--- src/rtl/core/tfe_pkg.sv ---
// Package for the telemetry frame encoder: frame constants, word types and
// the structs passed between the front end, the frame queue and the serializer.
// Depends on nothing.
package tfe_pkg;

   localparam int FRAME_LEN  = 14;
   localparam int LAST_IDX   = FRAME_LEN - 1;
   localparam int IDX_W      = $clog2(FRAME_LEN);
   localparam int NUM_VALUES = 4;
   localparam int VALUE_W    = 33;
   localparam int MAG_W      = 32;
   localparam int FRAC_W     = 16;
   localparam int HUND_W     = 7;
   localparam int PROD_W     = FRAC_W + HUND_W;

   localparam logic [PROD_W-1:0] HUND_SCALE = PROD_W'(100);

   typedef logic [7:0]           frame_byte_type;
   typedef logic [VALUE_W-1:0]   value_type;
   typedef logic [MAG_W-1:0]     mag_type;
   typedef logic [IDX_W-1:0]     idx_type;

   // Fourteen bytes of one frame, index 0 first on the wire.
   typedef frame_byte_type [FRAME_LEN-1:0] frame_type;

   // First front stage: id, magnitudes and the zero-or-below flags.
   typedef struct packed {
      frame_byte_type                 frame_id;
      mag_type [NUM_VALUES-1:0]       mag;
      logic [NUM_VALUES-1:0]          nonpos;
   } mag_stage_type;

   // Write side of the frame queue.
   typedef struct packed {
      logic      valid;
      frame_type frame;
   } fq_wr_type;

   // Read side of the frame queue: the head entry.
   typedef struct packed {
      logic      valid;
      frame_type frame;
   } fq_rd_type;

endpackage

--- src/rtl/core/tfe_channels.sv ---
// Channel interfaces of the telemetry frame encoder: input item and result byte.
// Depends on nothing.
interface tfe_req_if;
   logic        valid;
   logic        ready;
   logic [7:0]  frame_id;
   logic [32:0] value_a;
   logic [32:0] value_b;
   logic [32:0] value_c;
   logic [32:0] value_d;

   modport source (output valid, output frame_id, output value_a, output value_b,
                   output value_c, output value_d, input ready);
   modport sink (input valid, input frame_id, input value_a, input value_b,
                 input value_c, input value_d, output ready);
endinterface

interface tfe_rsp_if;
   logic       valid;
   logic       ready;
   logic [7:0] out_byte;
   logic       frame_end;

   modport source (output valid, output out_byte, output frame_end, input ready);
   modport sink (input valid, input out_byte, input frame_end, output ready);
endinterface

--- src/rtl/core/tfe_front.sv ---
// Front end: accepts input words and builds the complete frame in two stages.
// Depends on tfe_pkg.
module tfe_front
   import tfe_pkg::*;
(
   input  logic          clock,
   input  logic          reset,
   input  logic          in_valid,
   output logic          in_ready,
   input  frame_byte_type in_frame_id,
   input  value_type     in_value [NUM_VALUES],
   output fq_wr_type     wr,
   input  logic          wr_ready
);

   logic          s1_valid_ff, s1_valid_in;
   mag_stage_type s1_ff, s1_in;
   logic          s2_valid_ff, s2_valid_in;
   frame_type     s2_ff, s2_in;
   logic          s1_move, s2_move, s1_load;
   logic [7:0]    sum_l1 [7];
   logic [7:0]    sum_l2 [4];
   logic [7:0]    sum_l3 [2];

   // Stall chain: each stage moves on when the one after it has room.
   assign s2_move  = s2_valid_ff && wr_ready;
   assign s1_move  = s1_valid_ff && (!s2_valid_ff || s2_move);
   assign in_ready = !s1_valid_ff || s1_move;
   assign s1_load  = in_valid && in_ready;

   // Stage one: magnitude of each value and its zero-or-below flag.
   always_comb begin
      logic [VALUE_W-1:0] neg_v;
      s1_in = s1_ff;
      s1_in.frame_id = in_frame_id;
      for (int i = 0; i < NUM_VALUES; i++) begin
         neg_v = VALUE_W'(0) - in_value[i];
         s1_in.mag[i]    = in_value[i][VALUE_W-1] ? neg_v[MAG_W-1:0]
                                                  : in_value[i][MAG_W-1:0];
         s1_in.nonpos[i] = in_value[i][VALUE_W-1] || (in_value[i] == '0);
      end
   end

   assign s1_valid_in = s1_load ? 1'b1 : (s1_move ? 1'b0 : s1_valid_ff);

   // Stage two: three bytes per value, with hundredths from the fraction.
   always_comb begin
      logic [PROD_W-1:0] prod;
      s2_in = s2_ff;
      s2_in[0] = s1_ff.frame_id;
      for (int i = 0; i < NUM_VALUES; i++) begin
         prod = PROD_W'(s1_ff.mag[i][FRAC_W-1:0]) * HUND_SCALE;
         s2_in[1 + 3 * i] = s1_ff.mag[i][MAG_W-1:MAG_W-8];
         s2_in[2 + 3 * i] = s1_ff.mag[i][FRAC_W+7:FRAC_W];
         s2_in[3 + 3 * i] = {s1_ff.nonpos[i], prod[PROD_W-1:FRAC_W]};
      end
      s2_in[LAST_IDX] = '0;
   end

   assign s2_valid_in = s1_move ? 1'b1 : (s2_move ? 1'b0 : s2_valid_ff);

   always_ff @(posedge clock) begin
      if (reset) begin
         s1_valid_ff <= 1'b0;
         s2_valid_ff <= 1'b0;
      end else begin
         s1_valid_ff <= s1_valid_in;
         s2_valid_ff <= s2_valid_in;
      end
   end

   always_ff @(posedge clock) begin
      if (s1_load) begin
         s1_ff <= s1_in;
      end
      if (s1_move) begin
         s2_ff <= s2_in;
      end
   end

   // Checksum over bytes 0 to 12 as a balanced adder tree.
   always_comb begin
      for (int i = 0; i < 6; i++) begin
         sum_l1[i] = s2_ff[2 * i] + s2_ff[2 * i + 1];
      end
      sum_l1[6] = s2_ff[LAST_IDX - 1];
      for (int i = 0; i < 3; i++) begin
         sum_l2[i] = sum_l1[2 * i] + sum_l1[2 * i + 1];
      end
      sum_l2[3] = sum_l1[6];
      for (int i = 0; i < 2; i++) begin
         sum_l3[i] = sum_l2[2 * i] + sum_l2[2 * i + 1];
      end
   end

   always_comb begin
      wr.valid = s2_valid_ff;
      wr.frame = s2_ff;
      wr.frame[LAST_IDX] = sum_l3[0] + sum_l3[1];
   end

   // A stage that is blocked keeps its word.
   a_s1_hold: assert property (@(posedge clock) disable iff (reset)
      (s1_valid_ff && !s1_move) |=> (s1_valid_ff && $stable(s1_ff)))
      else $error("front stage one lost or changed a blocked word");

   a_s2_hold: assert property (@(posedge clock) disable iff (reset)
      (s2_valid_ff && !wr_ready) |=> (s2_valid_ff && $stable(s2_ff)))
      else $error("front stage two lost or changed a blocked frame");

endmodule

--- src/rtl/core/tfe_queue.sv ---
// Frame queue between the front end and the serializer, held in registers.
// Depends on tfe_pkg.
module tfe_queue
   import tfe_pkg::*;
#(
   parameter int DEPTH = 2
) (
   input  logic      clock,
   input  logic      reset,
   input  fq_wr_type wr,
   output logic      wr_ready,
   output fq_rd_type rd,
   input  logic      pop
);

   localparam int PTR_W = (DEPTH > 1) ? $clog2(DEPTH) : 1;
   localparam int CNT_W = $clog2(DEPTH + 1);
   localparam logic [PTR_W-1:0] LAST_PTR = PTR_W'(DEPTH - 1);
   localparam logic [CNT_W-1:0] FULL_CNT = CNT_W'(DEPTH);

   frame_type         entry_ff [DEPTH];
   logic [PTR_W-1:0]  wr_ptr_ff, wr_ptr_in;
   logic [PTR_W-1:0]  rd_ptr_ff, rd_ptr_in;
   logic [CNT_W-1:0]  count_ff, count_in;
   logic              push, do_pop;

   assign wr_ready = (count_ff != FULL_CNT);
   assign push     = wr.valid && wr_ready;
   assign do_pop   = pop && (count_ff != '0);

   // Pointer and fill count bookkeeping.
   always_comb begin
      wr_ptr_in = push ? ((wr_ptr_ff == LAST_PTR) ? '0 : wr_ptr_ff + 1'b1) : wr_ptr_ff;
      rd_ptr_in = do_pop ? ((rd_ptr_ff == LAST_PTR) ? '0 : rd_ptr_ff + 1'b1) : rd_ptr_ff;
      count_in  = count_ff;
      if (push && !do_pop) begin
         count_in = count_ff + 1'b1;
      end else if (!push && do_pop) begin
         count_in = count_ff - 1'b1;
      end
   end

   always_ff @(posedge clock) begin
      if (reset) begin
         wr_ptr_ff <= '0;
         rd_ptr_ff <= '0;
         count_ff  <= '0;
      end else begin
         wr_ptr_ff <= wr_ptr_in;
         rd_ptr_ff <= rd_ptr_in;
         count_ff  <= count_in;
      end
   end

   always_ff @(posedge clock) begin
      if (push) begin
         entry_ff[wr_ptr_ff] <= wr.frame;
      end
   end

   assign rd.valid = (count_ff != '0);
   assign rd.frame = entry_ff[rd_ptr_ff];

   a_count_range: assert property (@(posedge clock) disable iff (reset)
      count_ff <= FULL_CNT)
      else $error("frame queue count beyond its depth");

   a_count_track: assert property (@(posedge clock) disable iff (reset)
      (push && !do_pop) |=> (count_ff == $past(count_ff) + 1'b1))
      else $error("frame queue count missed a write");

endmodule

--- src/rtl/core/tfe_back.sv ---
// Serializer: sends the head frame of the queue one byte per word through
// an output register. Depends on tfe_pkg.
module tfe_back
   import tfe_pkg::*;
(
   input  logic           clock,
   input  logic           reset,
   input  fq_rd_type      rd,
   output logic           pop,
   output logic           out_valid,
   input  logic           out_ready,
   output frame_byte_type out_byte,
   output logic           out_end
);

   idx_type        idx_ff, idx_in;
   logic           valid_ff, valid_in;
   frame_byte_type byte_ff;
   logic           end_ff;
   logic           load, emit, last;

   // The output register takes a new byte when empty or being drained.
   assign load = !valid_ff || out_ready;
   assign emit = load && rd.valid;
   assign last = (idx_ff == idx_type'(LAST_IDX));
   assign pop  = emit && last;

   assign idx_in   = emit ? (last ? '0 : idx_ff + 1'b1) : idx_ff;
   assign valid_in = emit ? 1'b1 : (out_ready ? 1'b0 : valid_ff);

   always_ff @(posedge clock) begin
      if (reset) begin
         idx_ff   <= '0;
         valid_ff <= 1'b0;
      end else begin
         idx_ff   <= idx_in;
         valid_ff <= valid_in;
      end
   end

   always_ff @(posedge clock) begin
      if (emit) begin
         byte_ff <= rd.frame[idx_ff];
         end_ff  <= last;
      end
   end

   assign out_valid = valid_ff;
   assign out_byte  = byte_ff;
   assign out_end   = end_ff;

   a_idx_range: assert property (@(posedge clock) disable iff (reset)
      idx_ff <= idx_type'(LAST_IDX))
      else $error("byte index beyond the frame");

   a_wrap: assert property (@(posedge clock) disable iff (reset)
      pop |=> (idx_ff == '0 && out_end))
      else $error("serializer did not restart after the checksum byte");

endmodule

--- src/rtl/core/telemetry_frame_encoder.sv ---
// Channel  | Dir | Payload                                      | Moves
// req_chan | in  | frame_id, value_a, value_b, value_c, value_d | one item per word
// rsp_chan | out | out_byte, frame_end                          | one frame byte per word
//
// Each item gives fourteen words on rsp_chan, so the sustained item rate is set
// by the byte-wide output register of the serializer.
// The front end takes one word per cycle until the frame queue fills; the first
// byte of a frame passes stage one, stage two, the queue and the output register.
// Reset (synchronous, active high) empties the pipeline and the queue.
// Either side may stall at any time; the queue lets the front keep working.
//
// Top level of the telemetry frame encoder. Depends on tfe_pkg, tfe_channels,
// tfe_front, tfe_queue and tfe_back.
module telemetry_frame_encoder
   import tfe_pkg::*;
#(
   parameter int QUEUE_DEPTH = 2
) (
   input  logic             clock,
   input  logic             reset,
   tfe_req_if.sink          req_chan,
   tfe_rsp_if.source        rsp_chan
);

   value_type  req_values [NUM_VALUES];
   fq_wr_type  fq_wr;
   fq_rd_type  fq_rd;
   logic       fq_wr_ready;
   logic       fq_pop;

   assign req_values[0] = req_chan.value_a;
   assign req_values[1] = req_chan.value_b;
   assign req_values[2] = req_chan.value_c;
   assign req_values[3] = req_chan.value_d;

   // Front end: magnitudes, hundredths and checksum.
   tfe_front u_front (
      .clock       (clock),
      .reset       (reset),
      .in_valid    (req_chan.valid),
      .in_ready    (req_chan.ready),
      .in_frame_id (req_chan.frame_id),
      .in_value    (req_values),
      .wr          (fq_wr),
      .wr_ready    (fq_wr_ready)
   );

   // Frame queue between the two halves.
   tfe_queue #(
      .DEPTH (QUEUE_DEPTH)
   ) u_queue (
      .clock    (clock),
      .reset    (reset),
      .wr       (fq_wr),
      .wr_ready (fq_wr_ready),
      .rd       (fq_rd),
      .pop      (fq_pop)
   );

   // Back end: byte serializer.
   tfe_back u_back (
      .clock     (clock),
      .reset     (reset),
      .rd        (fq_rd),
      .pop       (fq_pop),
      .out_valid (rsp_chan.valid),
      .out_ready (rsp_chan.ready),
      .out_byte  (rsp_chan.out_byte),
      .out_end   (rsp_chan.frame_end)
   );

endmodule

--- src/flat_wrapper.sv ---
// flat-port wrapper written by rule: the top's interface ports become plain ports
module telemetry_frame_encoder_flat import tfe_pkg::*;
#(
   parameter int QUEUE_DEPTH = 2
)
  (clock, reset, req_chan_valid, req_chan_frame_id, req_chan_value_a, req_chan_value_b, req_chan_value_c, req_chan_value_d, req_chan_ready, rsp_chan_valid, rsp_chan_out_byte, rsp_chan_frame_end, rsp_chan_ready);
  tfe_req_if req_chan_i ();
  tfe_rsp_if rsp_chan_i ();
  input  logic clock;
  input  logic reset;
  input wire logic [$bits(req_chan_i.valid)-1:0] req_chan_valid;
  input wire logic [$bits(req_chan_i.frame_id)-1:0] req_chan_frame_id;
  input wire logic [$bits(req_chan_i.value_a)-1:0] req_chan_value_a;
  input wire logic [$bits(req_chan_i.value_b)-1:0] req_chan_value_b;
  input wire logic [$bits(req_chan_i.value_c)-1:0] req_chan_value_c;
  input wire logic [$bits(req_chan_i.value_d)-1:0] req_chan_value_d;
  output wire logic [$bits(req_chan_i.ready)-1:0] req_chan_ready;
  output wire logic [$bits(rsp_chan_i.valid)-1:0] rsp_chan_valid;
  output wire logic [$bits(rsp_chan_i.out_byte)-1:0] rsp_chan_out_byte;
  output wire logic [$bits(rsp_chan_i.frame_end)-1:0] rsp_chan_frame_end;
  input wire logic [$bits(rsp_chan_i.ready)-1:0] rsp_chan_ready;
  assign req_chan_i.valid = req_chan_valid;
  assign req_chan_i.frame_id = req_chan_frame_id;
  assign req_chan_i.value_a = req_chan_value_a;
  assign req_chan_i.value_b = req_chan_value_b;
  assign req_chan_i.value_c = req_chan_value_c;
  assign req_chan_i.value_d = req_chan_value_d;
  assign req_chan_ready = req_chan_i.ready;
  assign rsp_chan_valid = rsp_chan_i.valid;
  assign rsp_chan_out_byte = rsp_chan_i.out_byte;
  assign rsp_chan_frame_end = rsp_chan_i.frame_end;
  assign rsp_chan_i.ready = rsp_chan_ready;
  telemetry_frame_encoder #(.QUEUE_DEPTH(QUEUE_DEPTH)) u_core (.clock(clock), .reset(reset), .req_chan(req_chan_i), .rsp_chan(rsp_chan_i));
endmodule
--- config.mk ---
export PLATFORM = sky130hd
export DESIGN_NAME = telemetry_frame_encoder_flat
export DESIGN_NICKNAME = d
export VERILOG_FILES = /design/src/rtl/core/tfe_pkg.sv /design/src/rtl/core/tfe_channels.sv /design/src/rtl/core/tfe_front.sv /design/src/rtl/core/tfe_queue.sv /design/src/rtl/core/tfe_back.sv /design/src/rtl/core/telemetry_frame_encoder.sv /design/src/flat_wrapper.sv
export SDC_FILE = /design/constraint.sdc
export NUM_CORES = 1
export LEC_CHECK = 0
export BUFFER_PORTS_ARGS = -buffer_cell sky130_fd_sc_hd__buf_2
export CAP_MARGIN = 20
export CORE_ASPECT_RATIO = 1.25
export CORE_MARGIN = 5
export CORE_UTILIZATION = 40
export CTS_CLUSTER_SIZE = 12
export DETAILED_ROUTE_END_ITERATION = 8
export GPL_ROUTABILITY_DRIVEN = 0
export PLACE_DENSITY_LB_ADDON = 0.12
export REMOVE_ABC_BUFFERS = 1
export SLEW_MARGIN = 20
export SYNTH_ARGS = -nofsm -noshare
export SYNTH_HDL_FRONTEND = slang
export SYNTH_HIERARCHICAL = 1
export SYNTH_SLANG_ARGS = --single-unit
--- constraint.sdc ---
create_clock -name clock -period 9.1 [get_ports clock]
set_input_delay 0.91 -clock clock [delete_from_list [all_inputs] [get_ports clock]]
set_output_delay 0.91 -clock clock [all_outputs]
set_load 0.05 [all_outputs]
==> results.md <==
- Reg2reg start: u_core/u_front/wr[3]
- Hold endpoint: u_core/u_front/wr[86]
- Die H: 301 microns
- Final WL: 58200 microns
- Largest net degree at the start of global routing: 67
- Die area: 73100 sq um
- Max clock buf depth: 3
- CTS tree: done
- Setup Slack @ Placement: 4410 ps
- Max Cap Viol: 0
- R2R setup slack: 4440 ps
- Maximum clock frequency: 215 MHz
- Hold Violations, Final: 0
- Drt drc: 0
- EDFF count, synth: 477
- Area fraction of the dominant cell type after synthesis: a little over half
- WL per Instance: around 19 microns
- Initial Util: a little over 40%
- PwrDens: 256 nW/um^2
- Initial antenna violation count: 7
- Hold path startpoint: u_core/u_front/s1_ff[130]
- Path type of the worst min-delay path: reg2reg
- Share of layout cells above drive strength 1: 17.7%
- Crit path max-delay cell type: fa_1
- P_leak: 11.9 nW
- Clock sinks: 489
- Top Ports: between 150 and 200
- Max-slew violation total from the final report: 0
- Most frequent CP cell: fa_1
- Post-CTS sizing: 0
- Critical Path Max Stage Delay: 600 ps
- Crit-path max FO: 3
- Commonest non-fill, non-tap cell in the layout: edfxtp_1
- Clk Latency, worst-skew pair: 600 ps
- Fin nets: 2601
- Cell taking the most area after synthesis: edfxtp_1
- Area of the core: 67100 sq um
- Clock slew at reported path FFs: 60 ps
- Tightest Pin Transition: 1030 ps
- Outcome: complete, no violations
- Fin util: 45.2%
- Final WS setup: 4440 ps
- Final setup fails: 0
- TritonRoute pass-1 iters: 4
- Crit share post-route: around half
- Vias per inst: between 4 and 5
- GRT Resource Usage Total: between 15 and 20%
- Crit start category: flop
- Worst r2r dst: u_core/u_queue/entry_ff[1][111]
- R2r worst-path depth: 13
- Via count: 15000
- CTS buffer count: 52
- GR Overflow Total: 0
- Post-Syn Area: 27100 sq um
- Syn Inst Count: 1952
- Critical Path End Type: flop
- Yosys reg bits: about 500
- Most frequent cells in the layout: edfxtp_1 (477), inv_1 (317), ha_1 (218), buf_2 (154), xnor2_1 (151)
- Clock Skews: 25.0 ps
- Hpwl dp: 43600 microns
- Non-Filler Instances: 3031
- Vias in the first global route: 16200
- Final setup TNS: 0 ps
- Fin crit period: between 4000 and 5000 ps
- CP Class: reg2reg
- Design area: 30300 sq um
- Post-CTS setup buffers: 0
- YS warnings: 6
- Hold buffer count at cts: 0
- Area growth, synth to finish: 11.9%
- H-tree Lvls: 2
- CP Cell Sequence: fa_1 > inv_1 > fa_1 > fa_1 > fa_1 > fa_1 > inv_1 > ha_1 > a21o_1 > a21oi_1 > o21bai_1 > a21oi_1 > xnor2_1
- Area after DPL: 28800 sq um
- Hold depth: 0
- PortBufs: roughly 150
- Seq/Total Area, Yosys: 53.7%
- Fin Hold WS: 416 ps
- Total power draw: 7.75 mW
- Antenna-violating nets left: 0
- DP Cell Count: approximately 2900
- First-pass GRT wire length: 90900 microns
- Initial DRC count: 683
- Async S/R FF share, synth: 0%
- CP Data Required Time: 9430 ps
- Slew HR: 31.2%
- CP Data Arrival Time: about 5000 ps
- Root Driver: clkbuf_16
- Peak supply drop: 0.362 mV
- # rows: 106
- Syn avg cell area: 13.9 sq um
- Synth top area cells: edfxtp_1 (53%), ha_1 (10%), fa_1 (8.1%), xnor2_1 (4.9%), mux2_2 (4.7%)
- Synth cell types: 67
- Die Width: 243 microns
- Most used DFF post-synth: edfxtp_1
- RSZ-0062 raised after global routing: false
synthesized netlist by cell type (24+ instances only):
| cell | count |
|---|---|
| nor2_1 | 42 |
| inv_1 | 318 |
| ha_1 | 218 |
| a21oi_1 | 40 |
| mux2i_1 | 24 |
| xnor2_1 | 151 |
| fa_1 | 109 |
| o21ai_0 | 70 |
| nand2_1 | 60 |
| o31ai_1 | 35 |
| mux2_2 | 112 |
| edfxtp_1 | 477 |
worst max-delay path by stage:
stage | from | endpoint | slack [ps]
floorplan | u_core/u_queue/count_ff[0] | u_core/u_front/wr[0] | 3260
finish | u_core/u_front/wr[3] | u_core/u_queue/entry_ff[1][111] | 4440
CTS | u_core/u_front/wr[3] | u_core/u_queue/entry_ff[1][111] | 4400
global placement | u_core/u_front/wr[3] | u_core/u_queue/entry_ff[0][111] | 4440
detailed placement | u_core/u_front/wr[3] | u_core/u_queue/entry_ff[0][111] | 4410
global route | u_core/u_front/wr[3] | u_core/u_queue/entry_ff[1][111] | 4210
layer usage:
layer | global-route usage (%) | up-vias | part of all wire, %
li1 | - | 7332 | -
met1 | 20.2 | 7400 | 43
met2 | 28.4 | 207 | 51
met3 | 2.83 | 70 | 3.6
met4 | 3.65 | 4 | 2.0
met5 | 0 | - | 0.046
power breakdown:
part,internal (mW),switching [mW],leakage (nW)
Combinational,1.22,1.52,6.59
Clock,1.13,0.850,0.763
Sequential,2.93,0.101,4.56
kinds of logic (layout without fill, tap and decap cells):
family | Yosys count | after routing | synth area share [%]
DFF | 489 | 489 | 53.7
buffers and inverters | 357 | 567 | 5.45
adders and majority gates | 327 | 327 | 18.1
AOI/OAI and AO/OA | 238 | 238 | 5.95
and+or+nand+nor | 216 | 216 | 4.17
xor gates and xnor gates | 173 | 173 | 5.59
muxes | 152 | 152 | 6.99
other | 0 | 5 | 0
critical path: cells and delay by family (launching register included):
| kind | cells | cell delay (ps) |
|---|---|---|
| fa+ha+maj | 6 | 3020 |
| buf+inv | 2 | 120 |
| xor+xnor | 1 | 100 |
| compound gates | 4 | 730 |
| flops | 1 | 430 |
area by class of cell:
type | count | area, sq um
Clock buffer | 64 | 1390
Tap cell | 864 | 1080
Timing Repair Buffer | 163 | 838
Fill cell | 6077 | 36800
Sequential cell | 489 | 14600
Multi-Input combinational cell | 1106 | 11100
Clock inverter | 22 | 171
Antenna cell | 5 | 12.5
Inverter | 318 | 1200
sequential cells by signal (all words and copies together) (netlist names), named ones only:
register                    cells
u_core/u_front/s1_valid_ff      1
u_core/u_queue/wr_ptr_ff        1
u_core/u_front/wr             104
u_core/u_front/s1_ff          140
u_core/u_back/out_byte          8
u_core/u_queue/entry_ff       224
u_core/u_queue/rd_ptr_ff        1
u_core/u_back/idx_ff            4
u_core/u_front/s2_valid_ff      1
u_core/u_queue/count_ff         2
u_core/u_back/out_valid         1
u_core/u_back/out_end           1
Note: power is estimated with default switching activity, not from simulation.
